==> src/rtl/core/ille_pkg.sv <==
// shared types and constants of the indexed linked list engine
`default_nettype none

package ille_pkg;

    // fixed field widths
    localparam int CMD_W  = 3;
    localparam int POS_W  = 8;
    localparam int VAL_W  = 32;
    localparam int STAT_W = 2;
    localparam int OCNT_W = 9;

    // command codes on the input channel
    localparam logic [CMD_W-1:0] CMD_APPEND = 3'd0;
    localparam logic [CMD_W-1:0] CMD_HEAD   = 3'd1;
    localparam logic [CMD_W-1:0] CMD_INSERT = 3'd2;
    localparam logic [CMD_W-1:0] CMD_DELETE = 3'd3;
    localparam logic [CMD_W-1:0] CMD_READ   = 3'd4;

    // status codes on the result channel
    localparam logic [STAT_W-1:0] ST_OK    = 2'd0;
    localparam logic [STAT_W-1:0] ST_RANGE = 2'd1;
    localparam logic [STAT_W-1:0] ST_FULL  = 2'd2;
    localparam logic [STAT_W-1:0] ST_EMPTY = 2'd3;

    // depth of the queue between front and back
    localparam int QUEUE_DEPTH = 2;

    // classified operation
    typedef enum logic [2:0] {
        OP_APPEND,
        OP_HEAD,
        OP_INSERT,
        OP_DELETE,
        OP_READ,
        OP_NOP
    } op_kind_t;

    // one queued operation
    typedef struct packed {
        op_kind_t                  kind;
        logic [POS_W-1:0]          position;
        logic signed [VAL_W-1:0]   value;
    } op_item_t;

endpackage

`default_nettype wire

==> src/rtl/core/ille_queue.sv <==
// short queue of classified operations between front and back
`default_nettype none

module ille_queue
(
    input  wire logic               clk,
    input  wire logic               rst_n,
    input  wire logic               push_valid,
    input  wire ille_pkg::op_item_t push_item,
    output logic                    full,
    output logic                    pop_valid,
    output ille_pkg::op_item_t      pop_item,
    input  wire logic               pop_ready
);

    localparam int DEPTH = ille_pkg::QUEUE_DEPTH;
    localparam int PTR_W = (DEPTH > 1) ? $clog2(DEPTH) : 1;
    localparam int FILL_W = $clog2(DEPTH + 1);

    ille_pkg::op_item_t entry_reg [DEPTH];
    logic [PTR_W-1:0]   wr_ptr_reg;
    logic [PTR_W-1:0]   wr_ptr_next;
    logic [PTR_W-1:0]   rd_ptr_reg;
    logic [PTR_W-1:0]   rd_ptr_next;
    logic [FILL_W-1:0]  fill_reg;
    logic [FILL_W-1:0]  fill_next;
    logic               do_push;
    logic               do_pop;

    assign full      = (fill_reg == FILL_W'(DEPTH));
    assign pop_valid = (fill_reg != '0);
    assign pop_item  = entry_reg[rd_ptr_reg];
    assign do_push   = push_valid && !full;
    assign do_pop    = pop_valid && pop_ready;

    // pointer and fill update
    always_comb
    begin
        wr_ptr_next = wr_ptr_reg;
        rd_ptr_next = rd_ptr_reg;
        fill_next   = fill_reg;
        if (do_push)
        begin
            wr_ptr_next = (wr_ptr_reg == PTR_W'(DEPTH - 1)) ? '0 : wr_ptr_reg + PTR_W'(1);
        end
        if (do_pop)
        begin
            rd_ptr_next = (rd_ptr_reg == PTR_W'(DEPTH - 1)) ? '0 : rd_ptr_reg + PTR_W'(1);
        end
        if (do_push && !do_pop)
        begin
            fill_next = fill_reg + FILL_W'(1);
        end
        else if (do_pop && !do_push)
        begin
            fill_next = fill_reg - FILL_W'(1);
        end
    end

    always_ff @(posedge clk or negedge rst_n)
    begin
        if (!rst_n)
        begin
            wr_ptr_reg <= '0;
            rd_ptr_reg <= '0;
            fill_reg   <= '0;
        end
        else
        begin
            wr_ptr_reg <= wr_ptr_next;
            rd_ptr_reg <= rd_ptr_next;
            fill_reg   <= fill_next;
        end
    end

    // entry storage
    always_ff @(posedge clk)
    begin
        if (do_push)
        begin
            entry_reg[wr_ptr_reg] <= push_item;
        end
    end

endmodule

`default_nettype wire

==> config.mk <==
export PLATFORM = sky130hd
export DESIGN_NAME = ille_queue
export DESIGN_NICKNAME = d
export VERILOG_FILES = /design/src/rtl/core/ille_pkg.sv /design/src/rtl/core/ille_queue.sv
export SDC_FILE = /design/constraint.sdc
export NUM_CORES = 1
export LEC_CHECK = 0
export ABC_AREA = 1
export BUFFER_PORTS_ARGS = -buffer_cell sky130_fd_sc_hd__buf_2
export CORE_ASPECT_RATIO = 0.6
export CORE_UTILIZATION = 30
export CTS_CLUSTER_DIAMETER = 200
export CTS_CLUSTER_SIZE = 24
export DETAILED_ROUTE_END_ITERATION = 10
export RECOVER_POWER = 25
export SLEW_MARGIN = 20
export SYNTH_ARGS = -nofsm -noshare
export SYNTH_HDL_FRONTEND = slang
export SYNTH_SLANG_ARGS = --single-unit
==> constraint.sdc <==
create_clock -name clk -period 3.8 [get_ports clk]
set_input_delay 0.57 -clock clk [delete_from_list [all_inputs] [get_ports clk]]
set_output_delay 0.57 -clock clk [all_outputs]
set_load 0.05 [all_outputs]
==> summary.md <==
| Metric | Value |
|---|---|
| Chip Width | `140 um` |
| Total number of vias | `2081` |
| Largest register FFs | `86` |
| Setup violators final | `0` |
| First-pass GRT wire length | `roughly 10000 um` |
| Vias in the first global route | `about 2k` |
| Crit path kind | `reg -> out` |
| Syn Inst Count | `between 200 and 300` |
| Max-slew headroom | `a little under a third` |
| MaxCap Viol Count | `0` |
| #FFs+latches synth | `90` |
| DP HPWL | `4320 um` |
| Placer Congestion | `between 0.7 and 0.8` |
| Post-DRT Antenna Nets | `0` |
| Pleak | `1.80 nW` |
| Largest net degree at the start of global routing | `46` |
| Setup TNS | `0 ps` |
| Sequential share of power | `between 30% and 40%` |
| Yosys synthesis warning count | `0` |
| Hold crit path type | `in -> async` |
| Initial antenna violation count | `1` |
| Worst skew pair latency | `around 340 ps` |
| Switching Share | `46.9%` |
| Clock sink total | `90` |
| Mapped Area | `between 0.003 and 0.004 sq mm` |
| Core Area | `0.0108 sq mm` |
| Initial Util | `about a third` |
| Net switching power | `1.89 mW` |
| 1st-iter DRT viols | `roughly 120` |
| Vias per std cell | `roughly 4.2` |
| GRT overflow | `0` |
| Register area share after synthesis | `between 70% and 80%` |
| Resized cells post-CTS | `0` |
| Total power | `around 4.0 mW` |
| Setup bufs post-CTS | `0` |
| CTS clk-pin slew, worst paths | `around 60 ps` |
| Port bufs | `91` |
| GRT Total Usage | `12.0%` |
| Root Buffer | `clkbuf_16` |
| Final hold vios | `0` |
| Required time worst endpoint | `between 3000 and 4000 ps` |
| Data arrival, critical path | `between 1500 and 2000 ps` |
| Outcome | `finished, final reports clean` |
| Proportion of layout cells with a drive suffix above 1 | `33.0%` |
| Drt pass-1 iters | `4` |
| Max Buffers Root-to-Sink | `2` |
| Synth cell types | `18` |
| Layout Skew | `a little over 5 ps` |
| Total wire length | `just under 7000 um` |
| Fin nets | `slightly below 400` |
| Avg WL per Cell | `between 10 and 15 um` |
| Worst setup SP type | `flop` |
| Site row count | `29` |
| Fin crit period | `2560 ps` |
| Synthesized Nets | `roughly 300` |
| Hold Buf Count CTS | `0` |
| Die area | `about 0.012 sq mm` |
| WHS | `63.4 ps` |
| Max Slew Vio Count | `0` |
| Mean Syn Cell Area | `around 13 sq um` |
| Worst-Margin Slew | `just over 1000 ps` |
| Final worst path period share | `67.4%` |
| Layout area overhead | `23.5%` |
| Achievable clock frequency | `roughly 390 MHz` |
| Crit-path max FO | `45` |
| Worst vdd ir | `417 uV` |
| CTS tree | `done` |
| Die Ht | `about 85 um` |
| Ports | `between 90 and 100` |
| Residual DRC | `0` |
| Combinational share of power | `between 40% and 50%` |
| Register-to-Register Setup Slack | `roughly 1700 ps` |
| RR Startpoint | `fill_reg[1]` |
| FF-to-FF path depth | `4` |
| H-tree levels | `3` |
| Cts bufs inserted | `9` |
| PwrDens | `about 950 mW/mm^2` |
| Worst reg2reg path endpoint | `entry_reg[1][13]` |
| Kind of end point of the critical path | `output pin` |
| Fillers | `about 1.0k` |
| RSZ-0062 raised after global routing | `false` |
| P_int | `roughly 2.1 mW` |
| Clock share of power | `19.5%` |
per-stage QoR:
step / worst slack, ps / utilization (%) / cell area, sq um / instances
6_report: 1240 / 39.1 / 4240 / 495
2_1_floorplan: 872 / - / 3440 / 256
4_1_cts: 1140 / 39.2 / 4250 / 494
3_3_place_gp: 1520 / 36.8 / 3990 / 478
5_1_grt: 1020 / 39.1 / 4240 / 494
3_5_place_dp: 1500 / 36.8 / 3990 / 478
placed cells by master (no fill, tap or decap), drive strengths merged:
cell	instances
ha	1
clkinvlp	1
edfxtp	86
clkbuf	18
dfrtp	4
buf	84
nor2	3
o21ai	1
inv	8
nand4	1
clkinv	5
nand2	140
nand3	2
diode	1
xnor2	1
synthesized netlist by cell type (all sizes together):
library cell,count,area [sq um]
nand3,2,10.0
nor2,3,21.3
buf,9,93.8
inv,8,37.5
nand4,1,6.26
xnor2,1,8.76
nand2,140,558
o21ai,1,5.00
ha,1,12.5
edfxtp,86,2580
dfrtp,4,100
critical path: stages, from the launching register on:
cell     delay (ps)
dfrtp_2         940
inv_8           270
nand2_1         130
nand2_1          80
buf_2           220
power by group through the flow:
stage	combinational (mW)	clock, mW	sequential, mW
4_1_cts	1.78	0.803	1.50
6_report	1.75	0.783	1.50
3_3_place_gp	1.76	0	1.52
3_5_place_dp	1.77	0	1.52
2_1_floorplan	1.49	0	1.43
5_1_grt	1.87	0.843	1.52
logic make-up (layout without fill, tap and decap cells):
| logic type | after synthesis | after routing | share of synthesized area, % |
|---|---|---|---|
| compound gates | 1 | 1 | 0.146 |
| xor+xnor | 1 | 1 | 0.255 |
| fa+ha+maj | 1 | 1 | 0.364 |
| buf+inv | 17 | 116 | 3.82 |
| flops | 90 | 90 | 78.1 |
| other cells | 0 | 1 | 0 |
| simple gates | 146 | 146 | 17.3 |
final cells by class:
cell class              instances  area (sq um)  share of cell area [%]
diodes                          1          2.50                  0.0590
clock buffers                  10           229                    5.40
clock inverters                 6          33.8                   0.796
inverters                       8          37.5                   0.885
multi-input cells             149           629                    14.8
flip-flops and latches         90          2680                    63.3
well taps                     139           174                    4.10
repair buffers                 92           453                    10.7
metal layers:
layer	vias to the layer above	part of all wire, %	global-route usage [%]
li1	1040	-	-
met1	947	46	15.3
met2	85	44	18.0
met3	9	8.9	5.81
met4	0	1.1	3.90
met5	-	0	0
worst max path at each step:
| stage | from | end | slack, ps |
|---|---|---|---|
| finish | rd_ptr_reg | pop_item[27] | 1240 |
| detailed placement | rd_ptr_reg | pop_item[8] | 1500 |
| floorplan | push_valid | entry_reg[1][0] | 870 |
| global placement | rd_ptr_reg | pop_item[27] | 1520 |
| global route | rd_ptr_reg | pop_item[7] | 1020 |
| CTS | rd_ptr_reg | pop_item[8] | 1140 |
Note: power is estimated with default switching activity, not from simulation.
