[src/rtl/core/ille_pkg.sv]
// shared types and constants of the indexed linked list engine
`default_nettype none

package ille_pkg;

    // fixed field widths
    localparam int CMD_W  = 3;
    localparam int POS_W  = 8;
    localparam int VAL_W  = 32;
    localparam int STAT_W = 2;
    localparam int OCNT_W = 9;

    // command codes on the input channel
    localparam logic [CMD_W-1:0] CMD_APPEND = 3'd0;
    localparam logic [CMD_W-1:0] CMD_HEAD   = 3'd1;
    localparam logic [CMD_W-1:0] CMD_INSERT = 3'd2;
    localparam logic [CMD_W-1:0] CMD_DELETE = 3'd3;
    localparam logic [CMD_W-1:0] CMD_READ   = 3'd4;

    // status codes on the result channel
    localparam logic [STAT_W-1:0] ST_OK    = 2'd0;
    localparam logic [STAT_W-1:0] ST_RANGE = 2'd1;
    localparam logic [STAT_W-1:0] ST_FULL  = 2'd2;
    localparam logic [STAT_W-1:0] ST_EMPTY = 2'd3;

    // depth of the queue between front and back
    localparam int QUEUE_DEPTH = 2;

    // classified operation
    typedef enum logic [2:0] {
        OP_APPEND,
        OP_HEAD,
        OP_INSERT,
        OP_DELETE,
        OP_READ,
        OP_NOP
    } op_kind_t;

    // one queued operation
    typedef struct packed {
        op_kind_t                  kind;
        logic [POS_W-1:0]          position;
        logic signed [VAL_W-1:0]   value;
    } op_item_t;

endpackage

`default_nettype wire

[src/rtl/core/ille_front.sv]
// front stage: takes input transfers, classifies the command and feeds the queue
`default_nettype none

module ille_front
(
    input  wire logic                              clk,
    input  wire logic                              rst_n,
    input  wire logic                              in_valid,
    output logic                                   in_stall,
    input  wire logic [ille_pkg::CMD_W-1:0]        cmd,
    input  wire logic [ille_pkg::POS_W-1:0]        position,
    input  wire logic signed [ille_pkg::VAL_W-1:0] item_value,
    output logic                                   push_valid,
    output ille_pkg::op_item_t                     push_item,
    input  wire logic                              queue_full
);

    logic               hold_valid_reg;
    logic               hold_valid_next;
    ille_pkg::op_item_t hold_reg;
    ille_pkg::op_item_t hold_next;
    ille_pkg::op_kind_t kind;
    logic               accept;

    // command decode
    always_comb
    begin
        unique case (cmd)
            ille_pkg::CMD_APPEND: kind = ille_pkg::OP_APPEND;
            ille_pkg::CMD_HEAD:   kind = ille_pkg::OP_HEAD;
            ille_pkg::CMD_INSERT: kind = ille_pkg::OP_INSERT;
            ille_pkg::CMD_DELETE: kind = ille_pkg::OP_DELETE;
            ille_pkg::CMD_READ:   kind = ille_pkg::OP_READ;
            default:              kind = ille_pkg::OP_NOP;
        endcase
    end

    // holding register handshake
    assign in_stall   = hold_valid_reg && queue_full;
    assign accept     = in_valid && !in_stall;
    assign push_valid = hold_valid_reg;
    assign push_item  = hold_reg;

    always_comb
    begin
        hold_valid_next = hold_valid_reg;
        hold_next       = hold_reg;
        if (accept)
        begin
            hold_valid_next    = 1'b1;
            hold_next.kind     = kind;
            hold_next.position = position;
            hold_next.value    = item_value;
        end
        else if (hold_valid_reg && !queue_full)
        begin
            hold_valid_next = 1'b0;
        end
    end

    always_ff @(posedge clk or negedge rst_n)
    begin
        if (!rst_n)
        begin
            hold_valid_reg <= 1'b0;
            hold_reg       <= '0;
        end
        else
        begin
            hold_valid_reg <= hold_valid_next;
            hold_reg       <= hold_next;
        end
    end

endmodule

`default_nettype wire

[config.mk]
export PLATFORM = sky130hd
export DESIGN_NAME = ille_front
export DESIGN_NICKNAME = d
export VERILOG_FILES = /design/src/rtl/core/ille_pkg.sv /design/src/rtl/core/ille_front.sv
export SDC_FILE = /design/constraint.sdc
export NUM_CORES = 1
export LEC_CHECK = 0
export BUFFER_PORTS_ARGS = -buffer_cell sky130_fd_sc_hd__buf_2
export CAP_MARGIN = 20
export CORE_ASPECT_RATIO = 1.2
export CORE_MARGIN = 5
export CORE_UTILIZATION = 39
export CTS_CLUSTER_SIZE = 24
export DETAILED_ROUTE_END_ITERATION = 10
export PLACE_DENSITY = 0.74
export SLEW_MARGIN = 20
export SYNTH_ARGS = -nofsm -noshare
export SYNTH_HDL_FRONTEND = slang
export SYNTH_SLANG_ARGS = --single-unit
[constraint.sdc]
create_clock -name clk -period 1.4 [get_ports clk]
set_input_delay 0.14 -clock clk [delete_from_list [all_inputs] [get_ports clk]]
set_output_delay 0.14 -clock clk [all_outputs]
set_load 0.01 [all_outputs]
==> results.toml, run 1 <==
[yosys]
synth_seq_area_share = 0.655
synth.avg_cell_area_um2 = 17.3
synth.ff_latch_count = 44
synthesis.yosys.warnings = 0
synthDominantCellAreaShare = 0.655
syn-cell-area_um2 = 1680
synth_commonest_cells = "dfrtp_1 (44), mux2_2 (40), buf_6 (2), clkbuf_8 (2), mux2_1 (2)"
synth.most_common_cell = "dfrtp_1"
synth.largest_area_cell = "dfrtp_1"
dominantRegCellSynth = "dfrtp_1"
synthCells = 97
mappedNetlistNets = 144
ys_async_sr_fraction = 1.00
netlist_top_cells_area = "dfrtp_1 (66%), mux2_2 (27%), clkbuf_8 (1.6%)"
synth_cell_type_count = 12
synth-edff-count = 0

[timing]
slew_headroom = 0.713
clock_skew_ns = 0.00479
grt_setup_unrepaired = "false"
maxClockFrequency_mhz = 761
final.setup.worst_slack_ns = 0.0860
worst_pin_slew_ns = 0.430
final.setup.tns_ns = 0
finalMaxSlewViolations = 0
hold_viol_final = 0
period_needed_ns = 1.31
final_min_period_over_clock_period = 0.939
setup-violations-final = 0

[floorplanning]
die_h_um = 81.9
rows = 26
start_util = 0.397
core-area_um2 = 4230
horizontal_extent_of_the_die_um = 69.9
ios = 92
dieArea_um2 = 5730

[cells_and_area]
drive_above_1_share = 0.733
layout.nets = 242
layout_stage_area_growth_over_the_synthesis_result_pct = 39.4
diodes = 0

[placement]
gp_congestion = 0.710
dpl.hpwl_um = 2660
place.port_buffers = 91
dpl_worst_slack_ns = 0.0895

[cts]
cts_htree_levels = 2
cts_tree = "yes"
clock_sinks = 44
longest_clk_path_bufs = 2
clk_pin_slew_ns = 0.08
worstSkewPairLatency_ns = 0.29
post-cts-setup-buffer-count = 0
cts_root_buffer = "clkbuf_8"
tritoncts.num_buffers = 5

[routing]
vias_per_cell = 4.49
routed-via-count = 1127
route.detailed.wl_per_inst_um = 13.5
detail_route.drc_violations = 0
route.final.wire_length_um = 3390
drt_iter0_drc = 31
route.antenna.remaining_nets = 0
dr.pass1.iters = 2

[power]
total_leakage_power_nw = 1.16
vdd_ir_drop_max_v = 0.000821
pwr_density_cell_nw_per_um2 = 1400
finalPower_mw = 3.27

[setup_path]
timing.critical_path.max_delay_family = "flip-flops"
worst-path-stages = 3
crit_slowest_cell = "dfrtp_1"
worst_setup_endpoint = "push_item[1]$_DFFE_PN0P_"
reg2reg_to = "push_item[1]$_DFFE_PN0P_"
cp.required_ns = 1.57
critical_path.cell_chain = "a21boi_4 -> buf_4 -> mux2_2"
critPathLaunch = "push_valid$_DFFE_PN0P_"
cp_num_buf_inv = 1
critical_path.endpoint_type = "flop"
cp_data_arrival_time_ns = 1.48
crit_path_max_fanout = 14
r2r_start = "push_valid$_DFFE_PN0P_"
ff2ff_setup_slack_ns = 0.09
start_kind = "flop"
worstRegToRegCells = 3
timing_worst_setup_path_type = "reg2reg"
timing.critical_path.slowest_cell_delay_ns = 0.41

[global_routing]
grt_overflow_total = 0
antenna_violations_before_repair = 0
grt_start_max_net_pins = 30
vias_in_the_first_global_route = 1232
grt_pass1_wl_um = 5630
grt.total_usage = 0.127

[flow_run]
cap_viol_max_count = 0

[hold_path]
hold_path.startpoint = "position[4]"
holdCritPathClass = "in2reg"

[run_status]
run_status = "finished, final reports clean"
[flip-flops by register name, indices dropped and copies added, names as in the netlist]
name,flops
push_item,43
push_valid,1
[cells in the final DEF (no fill, tap or decap), drive strengths merged]
cell type / count
a21boi: 1
a21oi: 1
and2: 1
buf: 94
bufinv: 2
clkbuf: 5
dfrtp: 44
dlygate4sd3: 1
inv: 1
mux2: 42
mux2i: 1
nor2b: 1
or2: 1
[through the flow]
| stage | cells | util | hold slack, ns | area, um^2 |
|---|---|---|---|---|
| after CTS | 251 | 0.554 | 0.0519 | 2340 |
| after floorplan | 97 | - | -0.156 | 1680 |
| after global routing | 251 | 0.554 | 0.0462 | 2340 |
| after global placement | 243 | 0.521 | 0.105 | 2200 |
| after detailed placement | 243 | 0.521 | 0.106 | 2200 |
| final | 251 | 0.554 | 0.0600 | 2340 |
[per-layer routing]
| layer | share of wire | routed length [um] | global-route usage | up-vias |
|---|---|---|---|---|
| met4 | 0.013 | 45 | 0.0402 | 0 |
| met2 | 0.51 | 1710 | 0.221 | 53 |
| li1 | - | - | - | 531 |
| met3 | 0.11 | 357 | 0.0661 | 6 |
| met1 | 0.38 | 1270 | 0.133 | 537 |
| met5 | 0 | 0 | 0 | - |
[timing repair]
| action | in CTS | in global routing |
|---|---|---|
| endpoints found under the hold margin | 17 | 0 |
| hold buffers | 1 | 0 |
| resized for setup | 0 | 0 |
[power breakdown]
group	internal, mW	leakage, nW	total [mW]	switching [mW]
clock	0.702	0.0642	1.10	0.395
combinational	0.346	0.577	0.635	0.289
sequential	1.45	0.514	1.54	0.0816
total	2.50	1.16	3.27	0.766
[cell families (layout without fill, tap and decap cells)]
logic type	after synthesis	in the layout	share of synthesized area
AO/OA/AOI/OAI	2	2	0.0141
buffers and inverters	5	103	0.0320
flip-flops	44	44	0.655
multiplexers	43	43	0.287
AND/OR/NAND/NOR	3	3	0.0112
[final cells by class]
cell class | instances | area [um^2]
Tap cell | 56 | 70.1
Sequential cell | 44 | 1100
Clock buffer | 5 | 68.8
Timing Repair Buffer | 95 | 513
Clock inverter | 2 | 60.1
Multi-Input combinational cell | 48 | 526
Inverter | 1 | 3.75
Fill cell | 374 | 1890
[how the worst min path moves through the flow]
stage,endpoint,slack [ns],cells after the start
after floorplan,push_item[0]$_DFFE_PN0P_,-0.16,0
after global placement,push_item[21]$_DFFE_PN0P_,0.11,1
after detailed placement,push_item[21]$_DFFE_PN0P_,0.11,1
after CTS,push_valid$_DFFE_PN0P_,0.05,2
after global routing,push_valid$_DFFE_PN0P_,0.05,2
final,push_item[36]$_DFFE_PN0P_,0.06,2
No activity file was read; power rests on OpenSTA's default activity.
==> run 2, diff against run 1 <==
CORE_ASPECT_RATIO = unset   (was 1.2)
==> run 2 against run 1 <==
Against the previous run: utilization increased by 0.80 points; clock power decreased by 29%; register-to-register slack about the same; sequential power about the same; die area about the same; fmax decreased by 0.78%; largest cell class unchanged; global-route usage increased by 0.35 points; clock skew decreased by 0.0026 ns; wire length increased by 2.8%.
==> results.toml, run 2 (same netlist as run 1, synthesis figures left out) <==
[run_status]
run_status = "finished, final reports clean"

[timing]
setup-violations-final = 0
maxClockFrequency_mhz = 755
clock_skew_ns = 0.00221
worst_pin_slew_ns = 0.509
final.setup.tns_ns = 0
grt_setup_unrepaired = "false"
slew_headroom = 0.661
final.setup.worst_slack_ns = 0.0757
finalMaxSlewViolations = 0
hold_viol_final = 0
hold_ws_ns = 0.0669
period_needed_ns = 1.32
final_min_period_over_clock_period = 0.946

[cts]
cts_resized = 0
tritoncts.num_buffers = 5
longest_clk_path_bufs = 2
cts_root_buffer = "clkbuf_8"
cts_tree = "yes"
clk_pin_slew_ns = 0.07
worstSkewPairLatency_ns = 0.28
cts_htree_levels = 2
clock_sinks = 44

[floorplanning]
ios = 92
die_h_um = 75.6
horizontal_extent_of_the_die_um = 75.6
core-area_um2 = 4090
dieArea_um2 = 5720
start_util = 0.411
rows = 23

[setup_path]
timing.critical_path.slowest_cell_delay_ns = 0.42
timing.critical_path.max_delay_family = "flip-flops"
critical_path.cell_chain = "a21boi_4 -> buf_4 -> mux2_2"
crit_path_max_fanout = 15
r2r_start = "push_valid$_DFFE_PN0P_"
ff2ff_setup_slack_ns = 0.08
worstRegToRegCells = 3
critical_path.endpoint_type = "flop"
timing_worst_setup_path_type = "reg2reg"
reg2reg_to = "push_item[9]$_DFFE_PN0P_"
critPathLaunch = "push_valid$_DFFE_PN0P_"
worst_setup_endpoint = "push_item[9]$_DFFE_PN0P_"
cp_num_buf_inv = 1
cp_data_arrival_time_ns = 1.50
start_kind = "flop"
cp.required_ns = 1.57
worst-path-stages = 3
crit_slowest_cell = "dfrtp_1"

[cells_and_area]
layout.nets = 242
drive_above_1_share = 0.724
layout_stage_area_growth_over_the_synthesis_result_pct = 36.6
post_layout_utilization_of_the_core = 0.562
flip_flop_count_of_the_largest_register_after_layout = 43
layout.cells.most_common_list = "buf_2 (91), dfrtp_1 (44), mux2_2 (40), clkbuf_8 (6)"
final_common_cell = "buf_2"
diodes = 0

[routing]
detail_route.drc_violations = 0
route.antenna.remaining_nets = 0
dr.pass1.iters = 2
vias_per_cell = 4.55
route.detailed.wl_per_inst_um = 14.2
drt_iter0_drc = 34
route.final.wire_length_um = 3480
routed-via-count = 1119

[power]
finalPower_mw = 2.96
pwr_density_cell_nw_per_um2 = 1290
total_leakage_power_nw = 1.14
vdd_ir_drop_max_v = 0.000674

[hold_path]
holdCritPathClass = "in2reg"

[placement]
dpl.hpwl_um = 2710
gp_congestion = 0.705
place.port_buffers = 91
dpl_worst_slack_ns = 0.0787

[global_routing]
grt_overflow_total = 0
grt_pass1_wl_um = 5460
antenna_violations_before_repair = 0
vias_in_the_first_global_route = 1236
grt.total_usage = 0.130
grt_start_max_net_pins = 29

[flow_run]
cap_viol_max_count = 0
run 2: power breakdown:
group          internal [mW]  total, mW  switching [mW]
registers               1.45       1.54          0.0851
logic                  0.346      0.638           0.292
clock network          0.402      0.786           0.384
total                   2.20       2.96           0.761
run 2: metal layers:
metal | up-vias | part of all wire | track usage
met3 | 6 | 0.13 | 0.0646
met5 | - | 0 | 0
met2 | 64 | 0.46 | 0.211
met1 | 518 | 0.40 | 0.149
met4 | 0 | 0.011 | 0.0466
li1 | 531 | - | -
run 2: final cells by class:
type | count | area [um^2]
Inverter | 1 | 3.75
Clock buffer | 8 | 90.1
Sequential cell | 44 | 1100
Fill cell | 346 | 1790
Timing Repair Buffer | 95 | 513
Tap cell | 50 | 62.6
Multi-Input combinational cell | 48 | 526
run 2: timing repair:
action / CTS / global route
setup buffers: 0 / 0
endpoints found under the setup margin: 0 / 0
endpoints found under the hold margin: 20 / 0
hold buffers: 1 / 0
run 2: through the flow:
stage               cell area [um^2]  cells
floorplan                       1680     97
global placement                2200    237
detailed placement              2200    237
CTS                             2300    246
global route                    2300    246
finish                          2300    246
run 2: how the worst min path moves through the flow:
stage	start	to	slack, ns	cells after the start
4_1_cts	in_valid	push_valid$_DFFE_PN0P_	0.06	2
5_1_grt	in_valid	push_valid$_DFFE_PN0P_	0.06	2
3_5_place_dp	rst_n	push_item[15]$_DFFE_PN0P_	0.14	1
2_1_floorplan	rst_n	push_item[0]$_DFFE_PN0P_	-0.16	0
3_3_place_gp	rst_n	push_item[15]$_DFFE_PN0P_	0.13	1
6_report	in_valid	push_valid$_DFFE_PN0P_	0.07	2
